<file path="src/smm_pkg.sv">
`default_nettype none
package smm_pkg;

  localparam int ADDR_W     = 16;
  localparam int DATA_W     = 8;
  localparam int REG_W      = 5;
  localparam int SLOT_W     = 5;
  localparam int BANK_W     = 7;
  localparam int CFG_IDX_W  = 2;
  localparam int CFG_DATA_W = 8;
  localparam int SHIFT_LEN  = 5;

  localparam logic [7:0]        BANKS_RST    = 8'd16;
  localparam logic [7:0]        BANKS_1024K  = 8'd128;
  localparam logic [7:0]        BANKS_512K   = 8'd64;
  localparam logic [REG_W-1:0]  CONTROL_RST  = 5'h0C;
  localparam logic [BANK_W-1:0] CHR_HIGH_RST = 7'd4;

  // target register of a completed serial load, selected by address bits 14:13
  typedef enum logic [1:0] {
    REG_CONTROL = 2'd0,
    REG_CHR_A   = 2'd1,
    REG_CHR_B   = 2'd2,
    REG_PRG     = 2'd3
  } reg_sel_t;

  typedef enum logic [CFG_IDX_W-1:0] {
    CFG_PRG_BANKS = 2'd0,
    CFG_CHR_ROM   = 2'd1
  } cfg_idx_t;

  typedef struct packed {
    logic             load;
    reg_sel_t         num;
    logic [REG_W-1:0] value;
  } reg_load_t;

  typedef struct packed {
    logic [BANK_W-1:0] prg_bank_8000;
    logic [BANK_W-1:0] prg_bank_a000;
    logic [BANK_W-1:0] prg_bank_c000;
    logic [BANK_W-1:0] prg_bank_e000;
    logic [1:0]        mirroring;
    logic [BANK_W-1:0] chr_low_base;
    logic [BANK_W-1:0] chr_high_base;
  } map_t;

endpackage
`default_nettype wire

</file>
<file path="src/smm_in_if.sv">
`default_nettype none
interface smm_in_if;
  logic                        valid;
  logic                        ready;
  logic [smm_pkg::ADDR_W-1:0]  address;
  logic [smm_pkg::DATA_W-1:0]  write_data;

  modport source (output valid, output address, output write_data, input ready);
  modport sink   (input valid, input address, input write_data, output ready);
endinterface
`default_nettype wire

</file>
<file path="src/smm_out_if.sv">
`default_nettype none
interface smm_out_if;
  logic                        valid;
  logic                        ready;
  logic [smm_pkg::BANK_W-1:0]  prg_bank_8000;
  logic [smm_pkg::BANK_W-1:0]  prg_bank_a000;
  logic [smm_pkg::BANK_W-1:0]  prg_bank_c000;
  logic [smm_pkg::BANK_W-1:0]  prg_bank_e000;
  logic [1:0]                  mirroring;
  logic [smm_pkg::BANK_W-1:0]  chr_low_base;
  logic [smm_pkg::BANK_W-1:0]  chr_high_base;

  modport source (output valid, output prg_bank_8000, output prg_bank_a000,
                  output prg_bank_c000, output prg_bank_e000, output mirroring,
                  output chr_low_base, output chr_high_base, input ready);
  modport sink   (input valid, input prg_bank_8000, input prg_bank_a000,
                  input prg_bank_c000, input prg_bank_e000, input mirroring,
                  input chr_low_base, input chr_high_base, output ready);
endinterface
`default_nettype wire

</file>
<file path="src/smm_cfg_if.sv">
`default_nettype none
interface smm_cfg_if;
  logic                            valid;
  logic                            ready;
  logic [smm_pkg::CFG_IDX_W-1:0]   index;
  logic [smm_pkg::CFG_DATA_W-1:0]  data;

  modport source (output valid, output index, output data, input ready);
  modport sink   (input valid, input index, input data, output ready);
endinterface
`default_nettype wire

</file>
<file path="src/smm_shift.sv">
`default_nettype none
module smm_shift (
  input  logic                        clk,
  input  logic                        rst_n,
  input  logic                        step,
  input  logic [smm_pkg::ADDR_W-1:0]  address,
  input  logic [smm_pkg::DATA_W-1:0]  write_data,
  output smm_pkg::reg_load_t          ld
);
  import smm_pkg::*;

  logic [REG_W-1:0] shift_value_r, shift_value_nxt;
  logic [2:0]       shift_count_r, shift_count_nxt;
  logic [1:0]       last_region_r, last_region_nxt;

  logic [1:0]       region;
  logic [REG_W-1:0] sv;
  logic [REG_W-1:0] sv_bit;
  logic [2:0]       sc;

  always_comb begin
    region          = address[14:13];
    sv              = shift_value_r;
    sc              = shift_count_r;
    sv_bit          = '0;
    shift_value_nxt = shift_value_r;
    shift_count_nxt = shift_count_r;
    last_region_nxt = last_region_r;
    ld              = '{load: 1'b0, num: REG_CONTROL, value: '0};
    if (address[15]) begin
      if (region != last_region_r) begin
        sv = '0;
        sc = '0;
      end
      last_region_nxt = region;
      if (write_data[7]) begin
        shift_value_nxt = '0;
        shift_count_nxt = '0;
      end else begin
        sv_bit = sv | (REG_W'(write_data[0]) << sc);
        if (sc == 3'(SHIFT_LEN - 1)) begin
          ld.load         = 1'b1;
          ld.num          = reg_sel_t'(region);
          ld.value        = sv_bit;
          shift_value_nxt = '0;
          shift_count_nxt = '0;
        end else begin
          shift_value_nxt = sv_bit;
          shift_count_nxt = sc + 3'd1;
        end
      end
    end
  end

  always_ff @(posedge clk) begin
    if (!rst_n) begin
      shift_value_r <= '0;
      shift_count_r <= '0;
      last_region_r <= '0;
    end else if (step) begin
      shift_value_r <= shift_value_nxt;
      shift_count_r <= shift_count_nxt;
      last_region_r <= last_region_nxt;
    end
  end

`ifndef SYNTH
  a_count_range: assert property (@(posedge clk) disable iff (!rst_n)
    shift_count_r < 3'(SHIFT_LEN))
    else $error("shift count out of range");

  a_load_clears: assert property (@(posedge clk) disable iff (!rst_n)
    step && ld.load |=> shift_count_r == 3'd0 && shift_value_r == '0)
    else $error("shift not cleared after register load");
`endif
endmodule
`default_nettype wire

</file>
<file path="src/smm_regs.sv">
`default_nettype none
module smm_regs (
  input  logic                           clk,
  input  logic                           rst_n,
  input  logic                           step,
  input  smm_pkg::reg_load_t             ld,
  input  logic                           cfg_we,
  input  logic [smm_pkg::CFG_IDX_W-1:0]  cfg_index,
  input  logic [smm_pkg::CFG_DATA_W-1:0] cfg_data,
  output smm_pkg::map_t                  map_nxt
);
  import smm_pkg::*;

  function automatic logic [SLOT_W-1:0] high_bank(input logic [7:0] banks, input logic k);
    logic             small_rom;
    logic [SLOT_W-1:0] res;
    small_rom = (banks != BANKS_1024K) && (banks != BANKS_512K);
    if (small_rom) begin
      res = SLOT_W'(banks - 8'd2 + {7'd0, k});
    end else begin
      res = SLOT_W'(5'd30 + {4'd0, k});
    end
    return res;
  endfunction

  logic [7:0]        banks_r, banks_nxt;
  logic              chr_rom_r, chr_rom_nxt;
  logic [REG_W-1:0]  control_r, control_nxt;
  logic              chr_a_hi_r, chr_a_hi_nxt;
  logic              chr_b_hi_r, chr_b_hi_nxt;
  logic [1:0]        outer_r, outer_nxt;
  logic              swap_r, swap_nxt;
  logic [SLOT_W-1:0] slot_r   [4];
  logic [SLOT_W-1:0] slot_nxt [4];
  logic [BANK_W-1:0] chr_low_r, chr_low_nxt;
  logic [BANK_W-1:0] chr_high_r, chr_high_nxt;

  logic              is_1024k;
  logic              is_512k;
  logic              is_small;
  logic              mode4k;
  logic              mode16k;
  logic [SLOT_W-1:0] b;
  logic [BANK_W-1:0] chr_base;

  always_comb begin
    is_1024k = banks_r == BANKS_1024K;
    is_512k  = banks_r == BANKS_512K;
    is_small = !is_1024k && !is_512k;
    mode4k   = control_r[4];
    mode16k  = control_r[3];
    b        = {ld.value[3:0], 1'b0};
    chr_base = {ld.value, 2'b00};

    banks_nxt    = banks_r;
    chr_rom_nxt  = chr_rom_r;
    control_nxt  = control_r;
    chr_a_hi_nxt = chr_a_hi_r;
    chr_b_hi_nxt = chr_b_hi_r;
    outer_nxt    = outer_r;
    swap_nxt     = swap_r;
    slot_nxt     = slot_r;
    chr_low_nxt  = chr_low_r;
    chr_high_nxt = chr_high_r;

    if (cfg_we) begin
      case (cfg_idx_t'(cfg_index))
        CFG_PRG_BANKS: begin
          banks_nxt   = cfg_data;
          slot_nxt[0] = 5'd0;
          slot_nxt[1] = 5'd1;
          slot_nxt[2] = high_bank(cfg_data, 1'b0);
          slot_nxt[3] = high_bank(cfg_data, 1'b1);
          outer_nxt   = 2'd0;
          swap_nxt    = 1'b0;
        end
        CFG_CHR_ROM: begin
          chr_rom_nxt = cfg_data[0];
        end
        default: begin
        end
      endcase
    end else if (step && ld.load) begin
      case (ld.num)
        REG_CONTROL: begin
          control_nxt = ld.value;
        end
        REG_CHR_A: begin
          chr_a_hi_nxt = ld.value[4];
          if (is_1024k) begin
            if (mode4k) begin
              if (swap_r) begin
                outer_nxt = {mode16k & chr_b_hi_r, ld.value[4]};
                swap_nxt  = 1'b0;
              end else begin
                swap_nxt = 1'b1;
              end
            end else begin
              outer_nxt = {2{ld.value[4]}};
            end
          end else if (is_512k && !chr_rom_r) begin
            outer_nxt = {1'b0, ld.value[4]};
          end else if (chr_rom_r) begin
            chr_low_nxt = chr_base;
            if (!mode4k) begin
              chr_high_nxt = chr_base + 7'd4;
            end
          end else if (mode4k) begin
            chr_low_nxt = chr_base;
          end
        end
        REG_CHR_B: begin
          chr_b_hi_nxt = ld.value[4];
          if (is_1024k && mode16k) begin
            if (swap_r) begin
              outer_nxt = {ld.value[4], chr_a_hi_r};
              swap_nxt  = 1'b0;
            end else begin
              swap_nxt = 1'b1;
            end
          end
          if (mode4k) begin
            chr_high_nxt = chr_base;
          end
        end
        REG_PRG: begin
          if (mode16k) begin
            if (control_r[2]) begin
              slot_nxt[0] = b;
              slot_nxt[1] = b + 5'd1;
              slot_nxt[2] = high_bank(banks_r, 1'b0);
              slot_nxt[3] = high_bank(banks_r, 1'b1);
            end else if (is_small) begin
              slot_nxt[0] = 5'd0;
              slot_nxt[1] = 5'd1;
              slot_nxt[2] = b;
              slot_nxt[3] = b + 5'd1;
            end
          end else begin
            slot_nxt[0] = b;
            slot_nxt[1] = b + 5'd1;
            if (is_small) begin
              slot_nxt[2] = b + 5'd2;
              slot_nxt[3] = b + 5'd3;
            end
          end
        end
        default: begin
        end
      endcase
    end

    map_nxt.prg_bank_8000 = {outer_nxt, slot_nxt[0]};
    map_nxt.prg_bank_a000 = {outer_nxt, slot_nxt[1]};
    map_nxt.prg_bank_c000 = {outer_nxt, slot_nxt[2]};
    map_nxt.prg_bank_e000 = {outer_nxt, slot_nxt[3]};
    map_nxt.mirroring     = control_nxt[1:0];
    map_nxt.chr_low_base  = chr_low_nxt;
    map_nxt.chr_high_base = chr_high_nxt;
  end

  always_ff @(posedge clk) begin
    if (!rst_n) begin
      banks_r    <= BANKS_RST;
      chr_rom_r  <= 1'b1;
      control_r  <= CONTROL_RST;
      chr_a_hi_r <= 1'b0;
      chr_b_hi_r <= 1'b0;
      outer_r    <= 2'd0;
      swap_r     <= 1'b0;
      slot_r[0]  <= 5'd0;
      slot_r[1]  <= 5'd1;
      slot_r[2]  <= high_bank(BANKS_RST, 1'b0);
      slot_r[3]  <= high_bank(BANKS_RST, 1'b1);
      chr_low_r  <= '0;
      chr_high_r <= CHR_HIGH_RST;
    end else begin
      banks_r    <= banks_nxt;
      chr_rom_r  <= chr_rom_nxt;
      control_r  <= control_nxt;
      chr_a_hi_r <= chr_a_hi_nxt;
      chr_b_hi_r <= chr_b_hi_nxt;
      outer_r    <= outer_nxt;
      swap_r     <= swap_nxt;
      slot_r     <= slot_nxt;
      chr_low_r  <= chr_low_nxt;
      chr_high_r <= chr_high_nxt;
    end
  end

`ifndef SYNTH
  a_size_write_inits: assert property (@(posedge clk) disable iff (!rst_n)
    cfg_we && cfg_index == CFG_PRG_BANKS
    |=> slot_r[0] == 5'd0 && slot_r[1] == 5'd1 && outer_r == 2'd0 && !swap_r)
    else $error("program slots not reinitialized on size write");

  a_swap_only_1024k: assert property (@(posedge clk) disable iff (!rst_n)
    !is_1024k && !swap_r |=> !swap_r)
    else $error("swap pending set outside 1024K class");
`endif
endmodule
`default_nettype wire

</file>
<file path="src/serial_bank_mapper_unit.sv">
// Serial bank mapper.
// in_ch carries CPU writes (address, write_data). Writes below 0x8000 leave
// the mapping alone; others feed the five-bit serial loader, and every
// fifth bit loads the control, CHR or PRG register picked by address bits
// 14:13. Every accepted item yields exactly one item on out_ch: the four 8K
// PRG banks, mirroring and the two CHR 1K bases after that write.
// cfg_ch writes the size registers (index 0: 8K PRG bank count, index 1:
// CHR ROM present); it is always ready and is meant for idle periods.
// out_ch.valid rises after the item has passed the input register and then
// the result register; throughput is one item per cycle while out_ch does
// not stall.
// Reset (rst_n low, synchronous) empties both stages, clears the serial
// loader and loads control 0x0C, CHR bases 0 and 4, 16 banks with CHR ROM.
// When out_ch stalls, one more item is taken into the input register and
// in_ch.ready then drops until the result is taken.
`default_nettype none
module serial_bank_mapper_unit (
  input  logic       clk,
  input  logic       rst_n,
  smm_in_if.sink     in_ch,
  smm_out_if.source  out_ch,
  smm_cfg_if.sink    cfg_ch
);
  import smm_pkg::*;

  logic              s1_valid_r, s1_valid_nxt;
  logic [ADDR_W-1:0] s1_addr_r;
  logic [DATA_W-1:0] s1_data_r;
  logic              out_valid_r, out_valid_nxt;
  map_t              out_map_r;
  map_t              map_nxt;
  reg_load_t         ld;
  logic              adv;
  logic              step;
  logic              in_fire;

  assign adv     = !out_valid_r || out_ch.ready;
  assign step    = s1_valid_r && adv;
  assign in_fire = in_ch.valid && in_ch.ready;

  assign in_ch.ready  = !s1_valid_r || adv;
  assign cfg_ch.ready = 1'b1;

  smm_shift u_shift (
    .clk        (clk),
    .rst_n      (rst_n),
    .step       (step),
    .address    (s1_addr_r),
    .write_data (s1_data_r),
    .ld         (ld)
  );

  smm_regs u_regs (
    .clk       (clk),
    .rst_n     (rst_n),
    .step      (step),
    .ld        (ld),
    .cfg_we    (cfg_ch.valid),
    .cfg_index (cfg_ch.index),
    .cfg_data  (cfg_ch.data),
    .map_nxt   (map_nxt)
  );

  always_comb begin
    s1_valid_nxt = s1_valid_r;
    if (in_fire) begin
      s1_valid_nxt = 1'b1;
    end else if (step) begin
      s1_valid_nxt = 1'b0;
    end
    out_valid_nxt = out_valid_r;
    if (step) begin
      out_valid_nxt = 1'b1;
    end else if (out_ch.ready) begin
      out_valid_nxt = 1'b0;
    end
  end

  always_ff @(posedge clk) begin
    if (!rst_n) begin
      s1_valid_r  <= 1'b0;
      out_valid_r <= 1'b0;
    end else begin
      s1_valid_r  <= s1_valid_nxt;
      out_valid_r <= out_valid_nxt;
    end
  end

  always_ff @(posedge clk) begin
    if (in_fire) begin
      s1_addr_r <= in_ch.address;
      s1_data_r <= in_ch.write_data;
    end
    if (step) begin
      out_map_r <= map_nxt;
    end
  end

  assign out_ch.valid         = out_valid_r;
  assign out_ch.prg_bank_8000 = out_map_r.prg_bank_8000;
  assign out_ch.prg_bank_a000 = out_map_r.prg_bank_a000;
  assign out_ch.prg_bank_c000 = out_map_r.prg_bank_c000;
  assign out_ch.prg_bank_e000 = out_map_r.prg_bank_e000;
  assign out_ch.mirroring     = out_map_r.mirroring;
  assign out_ch.chr_low_base  = out_map_r.chr_low_base;
  assign out_ch.chr_high_base = out_map_r.chr_high_base;

`ifndef SYNTH
  a_full_blocks_input: assert property (@(posedge clk) disable iff (!rst_n)
    s1_valid_r && out_valid_r && !out_ch.ready |-> !in_ch.ready)
    else $error("input accepted with both stages full");

  a_accept_fills_s1: assert property (@(posedge clk) disable iff (!rst_n)
    in_fire |=> s1_valid_r)
    else $error("accepted item lost from input register");
`endif
endmodule
`default_nettype wire
</file>
<file path="src/flat_wrapper.sv">
// flat-port wrapper written by rule: the top's interface ports become plain ports
module serial_bank_mapper_unit_flat import smm_pkg::*;
  (clk, rst_n, in_ch_valid, in_ch_address, in_ch_write_data, in_ch_ready, out_ch_valid, out_ch_prg_bank_8000, out_ch_prg_bank_a000, out_ch_prg_bank_c000, out_ch_prg_bank_e000, out_ch_mirroring, out_ch_chr_low_base, out_ch_chr_high_base, out_ch_ready, cfg_ch_valid, cfg_ch_index, cfg_ch_data, cfg_ch_ready);
  smm_in_if in_ch_i ();
  smm_out_if out_ch_i ();
  smm_cfg_if cfg_ch_i ();
  input  logic clk;
  input  logic rst_n;
  input wire logic [$bits(in_ch_i.valid)-1:0] in_ch_valid;
  input wire logic [$bits(in_ch_i.address)-1:0] in_ch_address;
  input wire logic [$bits(in_ch_i.write_data)-1:0] in_ch_write_data;
  output wire logic [$bits(in_ch_i.ready)-1:0] in_ch_ready;
  output wire logic [$bits(out_ch_i.valid)-1:0] out_ch_valid;
  output wire logic [$bits(out_ch_i.prg_bank_8000)-1:0] out_ch_prg_bank_8000;
  output wire logic [$bits(out_ch_i.prg_bank_a000)-1:0] out_ch_prg_bank_a000;
  output wire logic [$bits(out_ch_i.prg_bank_c000)-1:0] out_ch_prg_bank_c000;
  output wire logic [$bits(out_ch_i.prg_bank_e000)-1:0] out_ch_prg_bank_e000;
  output wire logic [$bits(out_ch_i.mirroring)-1:0] out_ch_mirroring;
  output wire logic [$bits(out_ch_i.chr_low_base)-1:0] out_ch_chr_low_base;
  output wire logic [$bits(out_ch_i.chr_high_base)-1:0] out_ch_chr_high_base;
  input wire logic [$bits(out_ch_i.ready)-1:0] out_ch_ready;
  input wire logic [$bits(cfg_ch_i.valid)-1:0] cfg_ch_valid;
  input wire logic [$bits(cfg_ch_i.index)-1:0] cfg_ch_index;
  input wire logic [$bits(cfg_ch_i.data)-1:0] cfg_ch_data;
  output wire logic [$bits(cfg_ch_i.ready)-1:0] cfg_ch_ready;
  assign in_ch_i.valid = in_ch_valid;
  assign in_ch_i.address = in_ch_address;
  assign in_ch_i.write_data = in_ch_write_data;
  assign in_ch_ready = in_ch_i.ready;
  assign out_ch_valid = out_ch_i.valid;
  assign out_ch_prg_bank_8000 = out_ch_i.prg_bank_8000;
  assign out_ch_prg_bank_a000 = out_ch_i.prg_bank_a000;
  assign out_ch_prg_bank_c000 = out_ch_i.prg_bank_c000;
  assign out_ch_prg_bank_e000 = out_ch_i.prg_bank_e000;
  assign out_ch_mirroring = out_ch_i.mirroring;
  assign out_ch_chr_low_base = out_ch_i.chr_low_base;
  assign out_ch_chr_high_base = out_ch_i.chr_high_base;
  assign out_ch_i.ready = out_ch_ready;
  assign cfg_ch_i.valid = cfg_ch_valid;
  assign cfg_ch_i.index = cfg_ch_index;
  assign cfg_ch_i.data = cfg_ch_data;
  assign cfg_ch_ready = cfg_ch_i.ready;
  serial_bank_mapper_unit u_core (.clk(clk), .rst_n(rst_n), .in_ch(in_ch_i), .out_ch(out_ch_i), .cfg_ch(cfg_ch_i));
endmodule
</file>
<file path="config.mk">
export PLATFORM = sky130hd
export DESIGN_NAME = serial_bank_mapper_unit_flat
export DESIGN_NICKNAME = d
export VERILOG_FILES = /design/src/smm_pkg.sv /design/src/smm_in_if.sv /design/src/smm_out_if.sv /design/src/smm_cfg_if.sv /design/src/smm_shift.sv /design/src/smm_regs.sv /design/src/serial_bank_mapper_unit.sv /design/src/flat_wrapper.sv
export SDC_FILE = /design/constraint.sdc
export NUM_CORES = 1
export LEC_CHECK = 0
export BUFFER_PORTS_ARGS = -buffer_cell sky130_fd_sc_hd__clkbuf_2
export CELL_PAD_IN_SITES_DETAIL_PLACEMENT = 2
export CELL_PAD_IN_SITES_GLOBAL_PLACEMENT = 2
export CORE_ASPECT_RATIO = 0.9
export CORE_MARGIN = 2
export CORE_UTILIZATION = 35
export DETAILED_ROUTE_END_ITERATION = 6
export PLACE_DENSITY_LB_ADDON = 0.1
export SLEW_MARGIN = 0
export SYNTH_ARGS = -nofsm -noshare
export SYNTH_HDL_FRONTEND = slang
export SYNTH_SLANG_ARGS = --single-unit
</file>
<file path="constraint.sdc">
create_clock -name clk -period 5 [get_ports clk]
set_clock_uncertainty 0.2 [all_clocks]
set_input_delay 0.5 -clock clk [delete_from_list [all_inputs] [get_ports clk]]
set_output_delay 0.5 -clock clk [all_outputs]
set_load 0.01 [all_outputs]
</file>
# [Word level (Yosys, flattened, before mapping)]
# Cells that the tools add are included.
[op_classes] reduce_logical=28 mux=63 eq_ne=16 n_bitwise=3 addsub=9 n_shift=1
[op_table] operator="$mux W20" n=7
[op_table] operator="$mux W7" n=14
[op_table] operator="$mux W5" n=8
[op_table] operator="$mux W2" n=12
[op_table] operator="$mux W8" n=3
[op_table] operator="$ne A8 B7 Y1 const B" n=2
[op_table] operator="$ne A8 B8 Y1 const B" n=2
[op_table] operator="$add A5 B1 Y5 const B" n=3
[op_table] operator="$pmux W7 S2" n=1
[op_table] operator="$mux W3" n=4
[op_table] operator="$mux W1" n=11
[op_table] operator="$add A5 B2 Y5 const B" n=2
[op_table] operator="$mux W10" n=1
[op_table] operator="$sub A5 B2 Y5 const B" n=2
[op_table] operator="$ne A3 B3 Y1 const B" n=3
[op_table] operator="$reduce_and A3 Y1" n=3
[op_table] operator="$eq A8 B7 Y1 const B" n=1
[op_table] operator="$eq A8 B8 Y1 const B" n=1
[op_table] operator="$logic_and A1 B1 Y1" n=8
[op_table] operator="$add A7 B3 Y7 const B" n=1
[op_table] operator="$reduce_and A2 Y1" n=3
[op_table] operator="$reduce_and A6 Y1" n=1
[op_table] operator="$reduce_bool A2 Y1" n=3
[op_table] operator="$logic_not A1 Y1" n=5
[op_table] operator="15 further kinds" n=19
[totals] output_inout_bits=47 wordCells=148 in_bits=39 ff_bits=133

# [Logic depth before layout (Yosys ltp)]
# Gate-level depths: netlist of run 1.
[logic_depth] ltp_word=16 mapped_depth=16 ltp_nobuf=15

# [Hierarchy]
# From an unflattened synthesis of run 1, not the netlist that was laid out.
[unflattened] hier_cells=574 hier_area_um2=6074.6
[by_module_without_submodules] module="smm_regs" seq_area_each_um2=1061.0 cells_per_inst=425 instances=1 area_each_um2=3339.5
[by_module_without_submodules] module="serial_bank_mapper_unit" seq_area_each_um2=2082.0 cells_per_inst=79 instances=1 area_each_um2=2157.1
[by_module_without_submodules] module="smm_shift" seq_area_each_um2=200.2 cells_per_inst=70 instances=1 area_each_um2=578.1

# [Least setup slack after synthesis of run 1]
# OpenSTA, ideal clock, no wires.
[synth_path] path_type="reg-to-reg" startpoint="reg u_core.s1_addr_r[14]" endpoint="reg u_core.out_map_r (netlist bit u_core.out_ch.chr_high_base[3]), data pin" t_required_ns=4.535 arrival_ns=3.192 path_buffers=1 setup_slack_ns=1.343 setup_time_ns=0.265 stages_incl_launch_ff=13 path_cell_list="edfxtp_1 xor2_1 nor2_1 nand2_1 ha_1 nand4b_1 nor3_2 buf_2 and2_1 ha_1 nor4_4 nor2b_1 or3_1"
[synth_lines] item="start, declared" line="serial_bank_mapper_unit.sv:27" text="logic [ADDR_W-1:0] s1_addr_r;"
[synth_lines] item="start signal, assigned" line="serial_bank_mapper_unit.sv:91" text="s1_addr_r <= in_ch.address;"
[synth_lines] item="end signal, assigned" line="serial_bank_mapper_unit.sv:95" text="out_map_r <= map_nxt;"
[synth_lines] item="end, declared" line="serial_bank_mapper_unit.sv:30" text="map_t out_map_r;"

==> results of run 1 <==
area by class of cell:
class | instances | area share (%)
Timing Repair Buffer | 72 | 6.016
Sequential cell | 108 | 41.27
Multi-Input combinational cell | 413 | 42.59
Inverter | 22 | 1.315
Tap cell | 202 | 4.024
Clock inverter | 6 | 1.135
Clock buffer | 10 | 3.645
cells in the mapped netlist (all sizes together), types with 4 or more instances:
cell    count
mux2        7
a22oi      13
clkbuf     22
nor4        4
o21ai      33
a31oi       6
nor3b       7
nand2b      8
and3        5
xor2       10
ha         14
nor2       42
or3         4
o211ai      6
nand3      27
edfxtp     43
a21oi      38
and2       21
a22o        4
inv        22
o221ai      6
nor3       18
nand2      58
xnor2       9
nor2b       4
mux2i       8
dfxtp      65
buf        12
a21o        6
metal layers:
metal | part of all wire [%] | vias to the layer above
met5 | 0 | -
met4 | 0.96 | 0
met3 | 3.6 | 9
met2 | 49 | 81
met1 | 47 | 2374
li1 | - | 2191
registers in the layout, indices dropped and copies added (netlist names), 7 cells and up:
signal and flops:
u_core.u_regs.chr_high_r 7, u_core.out_ch.chr_low_base 7, u_core.u_regs.chr_low_r 7, u_core.out_ch.prg_bank_e000 7, u_core.out_ch.chr_high_base 7, u_core.u_regs.banks_r 8
u_core.u_regs.slot_r 20
report_power, final:
part | switching (mW) | internal, mW | total (mW)
combinational | 0.109 | 0.0563 | 0.165
clock | 0.347 | 0.394 | 0.741
sequential | 0.0203 | 0.944 | 0.964
total | 0.476 | 1.39 | 1.87
per-stage QoR:
step	cell area [sq um]	std cells	power, mW	setup WS, ns	utilization, %
5_1_grt	6281	833	1.943	0.09572	40.82
3_3_place_gp	5981	817	1.142	0.7345	38.87
2_1_floorplan	5510	577	1.083	1.343	-
4_1_cts	6281	833	1.893	0.5276	40.82
3_5_place_dp	5981	817	1.150	0.5535	38.87
6_report	6281	833	1.871	0.5177	40.82
worst paths after layout:
path	depth (start not counted)	endpoint	slack [ns]	startpoint
max	14	u_core.out_ch.prg_bank_c000[3]	0.52	u_core.s1_addr_r[14]
min	1	u_core.s1_addr_r[14]	0.11	in_ch_address[14]
max reg2reg	14	u_core.out_ch.prg_bank_c000[3]	0.52	u_core.s1_addr_r[14]
min reg2reg	1	u_core.u_regs.slot_r[10]	0.24	u_core.u_regs.slot_r[10]
layout by cell type (no fill, tap or decap), types with 21 or more instances in the layout:
master    instances
clkbuf_2         65
dfxtp_1          65
nand2_1          58
edfxtp_1         43
nor2_1           40
a21oi_1          38
o21ai_0          33
nand3_1          26
inv_1            22
and2_1           21
cells by family after synthesis:
| family | count (synthesis) | share of synthesized area, % |
|---|---|---|
| DFF | 108 | 47.05 |
| adders and majority gates | 14 | 3.179 |
| buffers and inverters | 56 | 4.451 |
| xor gates and xnor gates | 19 | 3.292 |
| muxes | 15 | 2.884 |
| AOI/OAI and AO/OA | 148 | 18.17 |
| and+or+nand+nor | 216 | 20.91 |
| other | 1 | 0.06805 |
==> key figures, run 1 <==
Floorplanning
  – Die W: roughly 140 um
  – Die ar.: between 15,000 and 20,000 sq um
  – Initial core utilization: 35.81%
  – Core area: around 15,000 sq um
  – Row count: 43
  – Ports: 86
  – Die height: ~120 um

Synthesis
  – Syn Inst Count: 577
  – Leading area contributor after synthesis: dfxtp_1
  – Number of flops mapped to enable cells by yosys: 43
  – Syn Nets: 630
  – Post-synth ARST share: 0%
  – Mapped Area: 5510 sq um
  – Post-synthesis sequential area ratio: between 40 and 50%
  – Main flop type after synthesis: dfxtp_1
  – Yosys warns: 0
  – Post-synth top area share: 23.61%
  – Yosys reg bits: approximately 110
  – Synthesized area per cell: roughly 9.5 sq um
  – Number of distinct library cells after synthesis: 74
  – Synth area leaders: dfxtp_1 24%, edfxtp_1 23%, nand2_1 4.0%

Power and ir drop
  – Leakage: approximately 2.4 nW
  – Pwr dens: a little under 300 nW/um^2
  – Max VDD drop: 169.4 uV

STA
  – RSZ-0062 raised after global routing: false
  – Final min period: ~4.5 ns
  – Final Hold Violating Endpoints: 0
  – Fin crit share: roughly 90%
  – Slew @ Worst Pin: 0.9436 ns
  – Setup-failing EPs final: 0
  – Slew Viols, Final: 0
  – Worst slew margin: between 30 and 40%
  – Hold slack: roughly 0.11 ns
  – Setup tns final: 0 ns
  – Highest Clock Rate: 223.1 MHz

Critical path
  – Setup CP Type: reg2reg
  – Cell Chain, Critical Path: xor2_1, nor2_1, nand2_1, ha_1, nand4b_1, nor3_2, nand2_1, inv_1, ha_1, nand3_1, nor3_1, o311ai_1, a2111oi_0, nor2_1
  – Max incr delay on CP: around 0.58 ns
  – Buffers & Inverters on Critical Path: 1
  – Crit path arrival time: 4.38 ns
  – Critical Path End Type: flop
  – Startpoint Class: flop
  – Slowest stage cell, crit path: a2111oi_0
  – CP Max Fanout: 9
  – Worst Path Required: between 4 and 5 ns
  – Top delay family on crit path: simple AND/OR/NAND/NOR gates

Global route
  – Global Route met2 Usage: around 37%
  – Largest net degree at the start of global routing: 33
  – Top Usage Layer GRT: met2
  – First-pass GRT wire length: ~27,000 um
  – GRT Util Overall: about 22%
  – Initial antenna violation count: 0
  – Vias in the first global route: roughly 4.9k
  – Grt ovf: 0
  – GRT met1 Usage: between 20% and 30%
  – Grt met3 use: 3.567%

Placement
  – Final HPWL DP: approximately 13,000 um
  – Port Buffers: 65
  – Gpl congestion: ~0.8

Detailed routing
  – DRC violation total after the first TritonRoute iteration: roughly 190
  – DR DRC count: 0
  – Post-DR wirelength/cell: just over 20 um
  – Vias/cell: around 5.6
  – Detailed Route WL: between 15,000 and 20,000 um
  – Post-route ant nets: 0
  – Vias: about 4.7k
  – Drt first pass iters: 4

Cells and area
  – Share of cells above drive strength 1: between 15 and 20%
  – Number of fill cells: roughly 1.7k
  – Final net count: about 680
  – Multi-input logic area: roughly 2700 sq um
  – Antenna Cells: 0
  – Layout Area Growth over Synthesis: 13.99%
  – FF/Latch Area: around 2600 sq um

Clock tree
  – Clock sink count: ~110
  – Root Buffer: clkbuf_16
  – Clk slew on worst S/H paths: 0.07 ns
  – CTS tree: built
  – CTS max path bufs: 2
  – H-tree depth: 3
  – Post-CTS sizing: 0
  – Num CTS Buffers: 9
  – Worst-Skew Late Latency: around 0.36 ns
  – Hold buffer count at cts: 0
  – Postcts setup bufs: 0

Run status
  – Outcome: completed

Job
  – Maxcap violations: 0

Min path
  – Hold Path Class: in2reg
(Power assumes the default switching activity.)
==> run 2: changes to the inputs <==
PLACE_DENSITY = 0.83   (was unset)
PLACE_DENSITY_LB_ADDON = unset   (was 0.1)
clock period = 5.5 ns   (was 5 ns; I/O delays follow)
==> run 2 against run 1 <==
Wire length is 1.4% lower. Via count is 0.92% higher. First-iteration DRC count is 40% higher. Total power is 7.9% lower. Clock power is 6.1% lower. Design area is 0.20% higher. Critical path depth stayed put.
==> key figures, run 2 (same netlist as run 1, synthesis figures left out) <==
STA
  – Final min period: 4.295 ns
  – Setup-failing EPs final: 0
  – RSZ-0062 raised after global routing: false
  – Slew Viols, Final: 0
  – Final setup margin: ~1.2 ns
  – Highest Clock Rate: around 230 MHz
  – Slew @ Worst Pin: between 0.7 and 0.8 ns
  – Final Hold Violating Endpoints: 0
  – Worst slew margin: approximately half
  – Setup tns final: 0 ns
  – Fin crit share: between 70% and 80%

Clock tree
  – Worst-Skew Late Latency: between 0.3 and 0.4 ns
  – Post-CTS sizing: 0
  – Root Buffer: clkbuf_16
  – CTS max path bufs: 2
  – Clk slew on worst S/H paths: ~0.070 ns
  – H-tree depth: 3
  – Postcts setup bufs: 0
  – Num CTS Buffers: 9
  – CTS tree: built
  – Clock sink count: ~110
  – Hold buffer count at cts: 0

Critical path
  – Critical Path End Type: flop
  – Startpoint Class: flop
  – Worst Path Required: between 5 and 6 ns
  – Worst reg-to-reg setup slack: 1.20 ns
  – CP Max Fanout: 15
  – Crit path arrival time: between 4 and 5 ns
  – Setup CP Type: reg2reg

Detailed routing
  – Vias/cell: 5.640
  – Post-DR wirelength/cell: 20.44 um
  – Detailed Route WL: between 15,000 and 20,000 um
  – DRC violation total after the first TritonRoute iteration: between 200 and 300
  – Drt first pass iters: 4
  – DR DRC count: 0
  – Post-route ant nets: 0
  – Vias: around 4.7k

Placement
  – Gpl congestion: ~0.87
  – DP Area: ~6000 sq um
  – Final HPWL DP: 12,710 um
  – Port Buffers: 65
  – Worst slack, placed: between 1 and 1.5 ns

Run status
  – Outcome: completed

Cells and area
  – Commonest non-fill, non-tap cells in the layout: 65 x clkbuf_2, 65 x dfxtp_1, 58 x nand2_1
  – Most flops, register: u_core.u_regs.slot_r
  – Number of fill cells: roughly 1.7k
  – Final net count: around 680
  – Layout Area Growth over Synthesis: 14.21%
  – Largest registers: u_core.u_regs.slot_r (20), u_core.u_regs.banks_r (8)
  – Max reg flops: 20
  – Finished Core Util: 40.90%
  – Share of cells above drive strength 1: between 15 and 20%
  – Design Area, Final: 6294 sq um
  – Antenna Cells: 0

Power and ir drop
  – Max VDD drop: 160.4 uV
  – Logic pwr share: between 8 and 9%
  – Pwr dens: around 270 nW/um^2
  – Sw Ratio: about a quarter
  – Sw Pwr: between 0.4 and 0.5 mW
  – Flop pwr share: around 51%
  – Clock Power Share: between 40% and 50%
  – Cell-internal power: 1.275 mW
  – Leakage: 2.380 nW

Floorplanning
  – Ports: between 80 and 90
  – Initial core utilization: a little over a third
  – Core area: roughly 15,000 sq um
  – Die height: ~120 um
  – Die ar.: roughly 17,000 sq um
  – Row count: between 40 and 50
  – Die W: between 100 and 150 um

Job
  – Maxcap violations: 0

Global route
  – Initial antenna violation count: 0
  – Largest net degree at the start of global routing: 33
  – Vias in the first global route: approximately 5k
  – Grt ovf: 0
  – First-pass GRT wire length: between 20,000 and 30,000 um
  – GRT Util Overall: a little over a fifth

Min path
  – Hold Path Class: in2reg
[run 2: cell count changes in the layout (fill, tap and decap cells not counted), sizes merged]
cell	previous run	this run
clkinv	2	3
inv	24	25
clkbuf	75	74
clkinvlp	1	0
[run 2: final timing paths]
check	start	endpoint	depth (start not counted)
max	u_core.s1_addr_r[13]	u_core.out_ch.prg_bank_c000[3]	14
min	in_ch_address[15]	u_core.s1_addr_r[15]	1
max reg2reg	u_core.s1_addr_r[13]	u_core.out_ch.prg_bank_c000[3]	14
min reg2reg	u_core.u_regs.chr_high_r[0]	u_core.u_regs.chr_high_r[0]	1
[run 2: routing by layer]
layer  vias up  wire [um]  track usage, %
met4         0        235           5.729
met5         -          0               0
li1       2205          -               -
met3        20        885           4.756
met1      2346       7732           27.45
met2       127       8171           35.99
[run 2: metrics by stage]
step | power, mW | hold WS, ns | std cells
6_report | 1.722 | 0.1637 | 833
5_1_grt | 1.786 | 0.1518 | 833
4_1_cts | 1.742 | 0.1489 | 833
3_5_place_dp | 1.045 | 0.2576 | 817
3_3_place_gp | 1.034 | 0.2196 | 817
2_1_floorplan | 0.9844 | 0.2036 | 577
[run 2: area by class of cell]
type | count | area, sq um | share of cell area, %
Clock buffer | 9 | 225.2 | 3.579
Clock inverter | 7 | 90.09 | 1.431
Inverter | 22 | 82.58 | 1.312
Multi-Input combinational cell | 413 | 2673 | 42.47
Sequential cell | 108 | 2592 | 41.19
Tap cell | 202 | 252.7 | 4.016
Timing Repair Buffer | 72 | 377.9 | 6.004
[run 2: critical path, stage by stage (launching register included)]
cell	delay [ns]
edfxtp_1	0.48
xor2_1	0.29
nor2_1	0.16
nand2_1	0.13
ha_1	0.27
nand4b_1	0.25
nor3_2	0.18
buf_4	0.25
and2_1	0.24
ha_1	0.20
nand3_1	0.19
nor3_1	0.30
o311ai_1	0.24
a2111oi_0	0.56
nor2_1	0.07
[run 2: power by group through the flow]
stage / sequential (mW) / combinational, mW / clock, mW
floorplan: 0.897 / 0.0876 / 0
global placement: 0.893 / 0.141 / 0
detailed placement: 0.895 / 0.149 / 0
CTS: 0.877 / 0.151 / 0.715
global route: 0.880 / 0.165 / 0.741
finish: 0.876 / 0.150 / 0.696
